### src/sqkr_pkg.sv
`timescale 1ns / 1ps

package sqkr_pkg;

    // Fixed field widths
    localparam int MODE_W   = 2;
    localparam int SERIAL_W = 31;
    localparam int STATUS_W = 2;
    localparam int COUNT_W  = 5;
    localparam int S_DATA_W = 40;
    localparam int M_DATA_W = 40;

    // Request codes
    typedef enum logic [MODE_W-1:0] {
        MODE_APPEND = 2'd0,
        MODE_INSERT = 2'd1,
        MODE_POP    = 2'd2,
        MODE_REMOVE = 2'd3
    } mode_t;

    // Answer codes
    typedef enum logic [STATUS_W-1:0] {
        STATUS_OK       = 2'd0,
        STATUS_FULL     = 2'd1,
        STATUS_EMPTY    = 2'd2,
        STATUS_NOTFOUND = 2'd3
    } status_t;

    // Sequencer states
    typedef enum logic [2:0] {
        S_IDLE,
        S_SRCH_RD,
        S_SRCH_CMP,
        S_SHIFT_RD,
        S_SHIFT_WR,
        S_HEAD
    } state_t;

    // Flags from the shared step/compare unit
    typedef struct packed {
        logic match;          // slot data hits the key (or forced for pop)
        logic step_in_range;  // stepped pointer is below the count
        logic next_in_range;  // stepped pointer plus one is below the count
    } step_flags_t;

endpackage

### src/shift_queue_with_key_removal_core.sv
`timescale 1ns / 1ps

// Channel | Dir | Handshake          | Payload (lowest bit up)
// s_      | in  | s_tvalid/s_tready  | mode[1:0], serial[32:2], zero[39:33]
// m_      | out | m_tvalid/m_tready  | status[1:0], removed_serial[32:2],
//         |     |                    | count[37:33], zero[39:38]
//
// Append, insert into an empty queue, and any refused or empty request
// answer straight from S_IDLE. Insert at head into a non-empty queue
// shifts each slot up (S_SHIFT_RD, S_SHIFT_WR), then writes the head (S_HEAD);
// pop and remove search (S_SRCH_RD, S_SRCH_CMP) and shift down over the gap:
// one RAM read/write pair and the shared step/compare unit do a slot a step.
// s_tready is high only when the sequencer is idle and no result is pending.
// Reset (aresetn low, synchronous) clears the count and control; slot
// contents are not cleared. A stalled m_ side holds the block off s_.

module shift_queue_with_key_removal_core
    import sqkr_pkg::*;
#(
    parameter int DEPTH = 16
) (
    input  logic                aclk,
    input  logic                aresetn,
    input  logic                s_tvalid,
    output logic                s_tready,
    input  logic [S_DATA_W-1:0] s_tdata,   // mode[1:0], serial[32:2]
    output logic                m_tvalid,
    input  logic                m_tready,
    output logic [M_DATA_W-1:0] m_tdata    // status[1:0], removed_serial[32:2], count[37:33]
);

    localparam int AW    = $clog2(DEPTH);
    localparam int CNT_W = $clog2(DEPTH + 1);

    state_t                state_reg, state_next;
    mode_t                 op_reg, op_next;
    logic [CNT_W-1:0]      cnt_reg, cnt_next;
    logic [CNT_W-1:0]      ptr_reg, ptr_next;
    logic [SERIAL_W-1:0]   key_reg, key_next;
    logic [SERIAL_W-1:0]   rem_reg, rem_next;

    logic                  m_valid_reg, m_valid_next;
    status_t               m_status_reg, m_status_next;
    logic [SERIAL_W-1:0]   m_removed_reg, m_removed_next;
    logic [COUNT_W-1:0]    m_count_reg, m_count_next;

    logic                  s_accept;
    mode_t                 in_mode;
    logic [SERIAL_W-1:0]   in_serial;
    logic                  full;
    logic                  empty;

    logic                  ram_we;
    logic [AW-1:0]         ram_waddr;
    logic [SERIAL_W-1:0]   ram_wdata;
    logic [AW-1:0]         ram_raddr;
    logic [SERIAL_W-1:0]   ram_rdata;

    logic [CNT_W-1:0]      step;
    step_flags_t           flags;
    logic                  step_dec;

    assign in_mode   = mode_t'(s_tdata[MODE_W-1:0]);
    assign in_serial = s_tdata[MODE_W +: SERIAL_W];
    assign s_tready  = (state_reg == S_IDLE) && !m_valid_reg;
    assign s_accept  = s_tvalid && s_tready;
    assign full      = (cnt_reg == CNT_W'(DEPTH));
    assign empty     = (cnt_reg == '0);
    assign step_dec  = (op_reg == MODE_INSERT);

    // Slot storage
    sqkr_ram #(
        .WIDTH (SERIAL_W),
        .DEPTH (DEPTH)
    ) u_ram (
        .aclk  (aclk),
        .we    (ram_we),
        .waddr (ram_waddr),
        .wdata (ram_wdata),
        .raddr (ram_raddr),
        .rdata (ram_rdata)
    );

    // Shared pointer step and key compare
    sqkr_step #(
        .CNT_W (CNT_W)
    ) u_step (
        .ptr       (ptr_reg),
        .cnt       (cnt_reg),
        .dec       (step_dec),
        .force_hit (op_reg == MODE_POP),
        .rdata     (ram_rdata),
        .key       (key_reg),
        .step      (step),
        .flags     (flags)
    );

    // Sequencer state and payload registers
    always_ff @(posedge aclk) begin
        if (!aresetn) begin
            state_reg   <= S_IDLE;
            cnt_reg     <= '0;
            m_valid_reg <= 1'b0;
        end else begin
            state_reg   <= state_next;
            cnt_reg     <= cnt_next;
            m_valid_reg <= m_valid_next;
        end
        op_reg        <= op_next;
        ptr_reg       <= ptr_next;
        key_reg       <= key_next;
        rem_reg       <= rem_next;
        m_status_reg  <= m_status_next;
        m_removed_reg <= m_removed_next;
        m_count_reg   <= m_count_next;
    end

    // Next state, RAM control and result loading
    always_comb begin
        state_next     = state_reg;
        op_next        = op_reg;
        cnt_next       = cnt_reg;
        ptr_next       = ptr_reg;
        key_next       = key_reg;
        rem_next       = rem_reg;
        m_valid_next   = m_valid_reg && !m_tready;
        m_status_next  = m_status_reg;
        m_removed_next = m_removed_reg;
        m_count_next   = m_count_reg;
        ram_we         = 1'b0;
        ram_waddr      = ptr_reg[AW-1:0];
        ram_wdata      = ram_rdata;
        ram_raddr      = ptr_reg[AW-1:0];

        case (state_reg)
            S_IDLE: begin
                if (s_accept) begin
                    op_next  = in_mode;
                    key_next = in_serial;
                    rem_next = '0;
                    ptr_next = '0;
                    // default answer for refused or empty requests
                    m_valid_next   = 1'b1;
                    m_removed_next = '0;
                    m_count_next   = COUNT_W'(cnt_reg);
                    case (in_mode)
                        MODE_APPEND, MODE_INSERT: begin
                            if (full) begin
                                m_status_next = STATUS_FULL;
                            end else if (in_mode == MODE_APPEND || empty) begin
                                ram_we        = 1'b1;
                                ram_waddr     = cnt_reg[AW-1:0];
                                ram_wdata     = in_serial;
                                cnt_next      = cnt_reg + CNT_W'(1);
                                m_status_next = STATUS_OK;
                                m_count_next  = COUNT_W'(cnt_reg + CNT_W'(1));
                            end else begin
                                m_valid_next = 1'b0;
                                ptr_next     = cnt_reg;
                                state_next   = S_SHIFT_RD;
                            end
                        end
                        MODE_POP, MODE_REMOVE: begin
                            if (empty) begin
                                m_status_next = STATUS_EMPTY;
                            end else begin
                                m_valid_next = 1'b0;
                                state_next   = S_SRCH_RD;
                            end
                        end
                        default: begin
                            m_status_next = STATUS_OK;
                        end
                    endcase
                end
            end

            S_SRCH_RD: begin
                ram_raddr  = ptr_reg[AW-1:0];
                state_next = S_SRCH_CMP;
            end

            S_SRCH_CMP: begin
                if (flags.match) begin
                    rem_next = ram_rdata;
                    if (flags.step_in_range) begin
                        state_next = S_SHIFT_RD;
                    end else begin
                        cnt_next       = cnt_reg - CNT_W'(1);
                        m_valid_next   = 1'b1;
                        m_status_next  = STATUS_OK;
                        m_removed_next = ram_rdata;
                        m_count_next   = COUNT_W'(cnt_reg - CNT_W'(1));
                        state_next     = S_IDLE;
                    end
                end else if (flags.step_in_range) begin
                    ptr_next   = step;
                    state_next = S_SRCH_RD;
                end else begin
                    m_valid_next   = 1'b1;
                    m_status_next  = STATUS_NOTFOUND;
                    m_removed_next = '0;
                    m_count_next   = COUNT_W'(cnt_reg);
                    state_next     = S_IDLE;
                end
            end

            S_SHIFT_RD: begin
                // neighbor toward the source side of the move
                ram_raddr  = step[AW-1:0];
                state_next = S_SHIFT_WR;
            end

            S_SHIFT_WR: begin
                ram_we    = 1'b1;
                ram_waddr = ptr_reg[AW-1:0];
                ram_wdata = ram_rdata;
                ptr_next  = step;
                if (step_dec) begin
                    state_next = (ptr_reg == CNT_W'(1)) ? S_HEAD : S_SHIFT_RD;
                end else if (flags.next_in_range) begin
                    state_next = S_SHIFT_RD;
                end else begin
                    cnt_next       = cnt_reg - CNT_W'(1);
                    m_valid_next   = 1'b1;
                    m_status_next  = STATUS_OK;
                    m_removed_next = rem_reg;
                    m_count_next   = COUNT_W'(cnt_reg - CNT_W'(1));
                    state_next     = S_IDLE;
                end
            end

            S_HEAD: begin
                ram_we         = 1'b1;
                ram_waddr      = '0;
                ram_wdata      = key_reg;
                cnt_next       = cnt_reg + CNT_W'(1);
                m_valid_next   = 1'b1;
                m_status_next  = STATUS_OK;
                m_removed_next = '0;
                m_count_next   = COUNT_W'(cnt_reg + CNT_W'(1));
                state_next     = S_IDLE;
            end

            default: begin
                state_next = S_IDLE;
            end
        endcase
    end

    // Result port
    assign m_tvalid = m_valid_reg;
    assign m_tdata  = {{(M_DATA_W - STATUS_W - SERIAL_W - COUNT_W){1'b0}},
                       m_count_reg, m_removed_reg, m_status_reg};

    // Count never passes the queue depth
    a_cnt_bound: assert property (@(posedge aclk) disable iff (!aresetn)
        cnt_reg <= CNT_W'(DEPTH))
        else $error("queue count above depth");

    // Slot writes happen only on an accepted beat or inside a sequence
    a_we_ctx: assert property (@(posedge aclk) disable iff (!aresetn)
        ram_we |-> (s_accept || state_reg != S_IDLE))
        else $error("slot write while idle");

    // A pending result reports the count actually held
    a_cnt_match: assert property (@(posedge aclk) disable iff (!aresetn)
        m_valid_reg |-> (m_count_reg == COUNT_W'(cnt_reg)))
        else $error("reported count differs from held count");

    // Gap closing never writes past the second-to-last slot
    a_fwd_bound: assert property (@(posedge aclk) disable iff (!aresetn)
        (state_reg == S_SHIFT_WR && !step_dec) |->
            ({1'b0, ptr_reg} + (CNT_W+1)'(1) < {1'b0, cnt_reg}))
        else $error("forward shift beyond tail");

    // No result is produced while the sequencer is busy with an item
    a_busy_quiet: assert property (@(posedge aclk) disable iff (!aresetn)
        (state_reg != S_IDLE && !m_valid_reg) |=> !($rose(m_valid_reg) && state_reg != S_IDLE))
        else $error("result raised mid-sequence");

endmodule

### src/sqkr_ram.sv
`timescale 1ns / 1ps

module sqkr_ram #(
    parameter int WIDTH = 31,
    parameter int DEPTH = 16,
    localparam int AW   = (DEPTH > 1) ? $clog2(DEPTH) : 1
) (
    input  logic             aclk,
    input  logic             we,
    input  logic [AW-1:0]    waddr,
    input  logic [WIDTH-1:0] wdata,
    input  logic [AW-1:0]    raddr,
    output logic [WIDTH-1:0] rdata
);

    logic [WIDTH-1:0] mem [DEPTH];
    logic [WIDTH-1:0] rdata_reg;

    // One write port, one registered read port
    always_ff @(posedge aclk) begin
        if (we) begin
            mem[waddr] <= wdata;
        end
        rdata_reg <= mem[raddr];
    end

    assign rdata = rdata_reg;

endmodule

### src/sqkr_step.sv
`timescale 1ns / 1ps

module sqkr_step
    import sqkr_pkg::*;
#(
    parameter int CNT_W = 5
) (
    input  logic [CNT_W-1:0]    ptr,
    input  logic [CNT_W-1:0]    cnt,
    input  logic                dec,
    input  logic                force_hit,
    input  logic [SERIAL_W-1:0] rdata,
    input  logic [SERIAL_W-1:0] key,
    output logic [CNT_W-1:0]    step,
    output step_flags_t         flags
);

    logic [CNT_W:0] step_plus;

    // Shared pointer adder, both directions
    assign step      = dec ? (ptr - CNT_W'(1)) : (ptr + CNT_W'(1));
    assign step_plus = {1'b0, step} + (CNT_W+1)'(1);

    // Key compare and bounds checks
    assign flags.match         = force_hit || (rdata == key);
    assign flags.step_in_range = (step < cnt);
    assign flags.next_in_range = (step_plus < {1'b0, cnt});

endmodule

### config.mk
export PLATFORM = sky130hd
export DESIGN_NAME = shift_queue_with_key_removal_core
export DESIGN_NICKNAME = d
export VERILOG_FILES = /design/src/sqkr_pkg.sv /design/src/shift_queue_with_key_removal_core.sv /design/src/sqkr_ram.sv /design/src/sqkr_step.sv
export SDC_FILE = /design/constraint.sdc
export NUM_CORES = 1
export LEC_CHECK = 0
export ABC_AREA = 1
export BUFFER_PORTS_ARGS = -buffer_cell sky130_fd_sc_hd__buf_2
export CAP_MARGIN = 20
export CORE_UTILIZATION = 56
export DETAILED_ROUTE_END_ITERATION = 16
export GPL_ROUTABILITY_DRIVEN = 0
export GPL_TIMING_DRIVEN = 0
export PLACE_DENSITY = 0.77
export RECOVER_POWER = 50
export SLEW_MARGIN = 20
export SYNTH_ARGS = -nofsm -noshare
export SYNTH_HDL_FRONTEND = slang
export SYNTH_SLANG_ARGS = --single-unit
### constraint.sdc
create_clock -name aclk -period 3.57 [get_ports aclk]
set_input_delay 0 -clock aclk [delete_from_list [all_inputs] [get_ports aclk]]
set_output_delay 0 -clock aclk [all_outputs]
set_load 0.03 [all_outputs]
==> impl_metrics.csv <==
group,metric,value,unit
yosys,netlist_instances,2247,
layout,final_layout_size_suffix_gt1_frac,0.1123,
setup_path,rr_startpoint,"ptr_reg[0]$_DFFE_PP_",
pwr,switching_power,13.93,mW
detailed_routing,via_per_inst,6.375,
global_route,track_usage,0.3253,
worst_hold_path,hp-start,"s_tvalid",
layout,syn_to_final_growth,17.01,%
run_status,status,"finished with violations",
floorplan,fp.coreArea,0.04775,mm^2
detailed_routing,routed_wl,80.46,mm
floorplan,dieArea,0.04924,mm^2
placed_design,hpwl,52.85,mm
floorplan,start_util,0.5672,
run,drv_cap,0,
sta,finalCriticalPeriod,3.620,ns
setup_path,startpoint,"ptr_reg[0]$_DFFE_PP_",
cts,numCtsBuffers,61,
pwr,vdd_ir_drop_max,0.6450,mV
placed_design,portBuffers,76,
detailed_routing,wl_per_cell,25.51,um
cts,insertion_delay,0.65,ns
placed_design,pre_cts_slack,-0.4143,ns
setup_path,cp-start-kind,"flop",
setup_path,cp_top_family,"buffers and inverters",
cts,clockRootBuffer,"clkbuf_16",
pwr,p_comb_frac,0.426,
setup_path,crit_fanout,10,
yosys,synth_top_area_frac,0.6687,
yosys,ys_ff_latch,643,
global_route,grt-ovfl-total,0,
setup_path,critPathCaptureType,"flop",
pwr,swShare,0.4256,
detailed_routing,drc,0,
sta,hold_viol_final,0,
cts,cts.sinks,643,
yosys,yosysWarnings,0,
pwr,p_int,18.79,mW
setup_path,worstSetupPathType,"flop to flop",
setup_path,cp.arrival,4.10,ns
layout,largest_reg_flops,496,
layout,finalNetCount,2544,
yosys,ys_types,42,
yosys,yosysSeqAreaShare,0.6982,
pwr,seqPwrFrac,0.364,
sta,whs,0.01448,ns
floorplan,die_h,221.9,um
yosys,synth_edf_count,603,
setup_path,cp_num_buf_inv,6,
yosys,synth_top_flop_cell,"edfxtp_1",
yosys,syn_area,0.02708,mm^2
global_route,grt_pass1_wl,117.8,mm
yosys,synth-async-reset-ratio,0,
floorplan,die_w,221.9,um
sta,finalCritPeriodShare,1.014,
layout,regMostFlops,"u_ram.mem",
detailed_routing,first_iter_violations,3198,
setup_path,critPathMaxStageDelay,0.48,ns
sta,tightest_slew,1.078,ns
pwr,clockPowerShare,0.210,
detailed_routing,dr.pass1.iters,7,
sta,rsz0062_at_grt,"yes",
sta,layout_setup_ws,-0.05030,ns
worst_hold_path,min_path_type,"input pin to flop",
setup_path,slowest_stage,"o21ai_2",
yosys,yosys.area.top_type,"edfxtp_1",
run_status,violations,"negative setup slack",
pwr,p_leak,11.34,nW
detailed_routing,ant_nets,0,
sta,finClkSkew,0.01943,ns
cts,path_clk_slew,0.06,ns
cts,cts_tree,"yes",
detailed_routing,num_vias,20110,
cts,cts-htree-levels,2,
global_route,antenna_found_initial,3,
sta,max_freq,276.2,MHz
yosys,synth_area_per_cell,12.05,um^2
yosys,synth.area.top_cells,"edfxtp_1, o211ai_1, nand2_1, nor2_1, dfxtp_1",
global_route,grt_pass1_vias,19460,
sta,maxSlewHeadroom,0.2812,
global_route,grt_max_degree,46,
sta,finalSetupViolCount,4,
pwr,pwr_density_cell,1033,mW/mm^2
yosys,yosysMostFrequentCell,"edfxtp_1",
setup_path,path_cells,"buf_6 > inv_4 > ha_1 > inv_1 > nand2_1 > and2_2 > o21ai_2 > inv_1 > clkbuf_1 > clkbuf_2 > o211ai_1 > o211ai_1 > nand3_1 > nand2_1",
sta,drv_slew,0,
floorplan,io_pins,86,
setup_path,cp.required,4.05,ns
yosys,netlist_top_cells_count,"edfxtp_1, nand2_1, nor2_1",
cts,clockBufferDepth,3,
floorplan,rows,80,
-- logic make-up after synthesis --
kind of cell,synth area share
xor gates and xnor gates,0.01077
AOI/OAI and AO/OA,0.1310
other,0.0001385
DFF,0.6982
adders and majority gates,0.006931
buffers and inverters,0.05203
and+or+nand+nor,0.1009
-- worst min-delay path: stages --
cell     delay (ns)
buf_2          0.10
nand2_1        0.17
inv_6          0.17
-- path summary, 6_finish.rpt --
kind,end,slack [ns],cells past startpoint
setup / recovery,u_ram.rdata[4]$_DFF_P_,-0.05,14
hold / removal,key_reg[7]$_DFFE_PP_,0.01,3
setup reg to reg,u_ram.rdata[4]$_DFF_P_,-0.05,14
hold reg to reg,m_removed_reg[3]$_DFFE_PP_,0.55,1
-- placed cells by master, fill, tap and decap left out, drive strengths merged, types with 8 or more instances in the layout --
master and n:
o221ai 12, nand2 303, xor2 8, o211ai 241
bufinv 10, a22o 31, xnor2 21, a21oi 50
nand4 10, o21ai 198, buf 115, nand3 97
clkinv 34, dfxtp 40, inv 209, dlygate4sd3 35
edfxtp 603, clkbuf 225, ha 15, nor2 259
-- stage by stage --
step                power (mW)    util  TNS [ns]  std cells  cell area, um^2
finish                   32.72  0.6636  -0.07094       3154            31690
global route             33.72  0.6636    -11.53       3153            31680
CTS                      32.00  0.6650         0       3144            31750
detailed placement       25.12  0.6066   -138.92       2974            28960
global placement         24.15  0.5915   -946.92       2939            28240
floorplan                19.75       -   -146.19       2248            27090
-- timing repair --
item / CTS / global route
resized for setup: 5 / 7
endpoints found under the setup margin: 554 / 288
setup buffers: 19 / 4
hold buffers: 35 / 0
hold endpoints to repair: 71 / 0
gates cloned: 0 / 0
pin swaps: 15 / 1
-- layout make-up --
class / instances / area, um^2
Clock inverter: 47 / 515.5
Timing Repair Buffer: 174 / 1508
Fill cell: 3206 / 16060
Buffer: 132 / 613.1
Tap cell: 615 / 769.5
Antenna cell: 1 / 2.502
Inverter: 210 / 795.8
Clock buffer: 69 / 1618
Sequential cell: 643 / 18910
Multi-Input combinational cell: 1263 / 6955
-- layer usage --
metal  wire length, um  track usage
met3             11300      0.09250
met4              4180       0.1640
met2             37760       0.5272
met5                 0            0
met1             27220       0.4007
-- power by group through the flow --
stage / logic, mW / registers, mW / clock network (mW)
5_1_grt: 14.6 / 12.0 / 7.13
2_1_floorplan: 7.32 / 12.4 / 0
6_report: 13.9 / 11.9 / 6.86
4_1_cts: 13.3 / 11.9 / 6.84
3_5_place_dp: 13.1 / 12.1 / 0
3_3_place_gp: 12.0 / 12.1 / 0
Power figures use the tool's default switching activity.
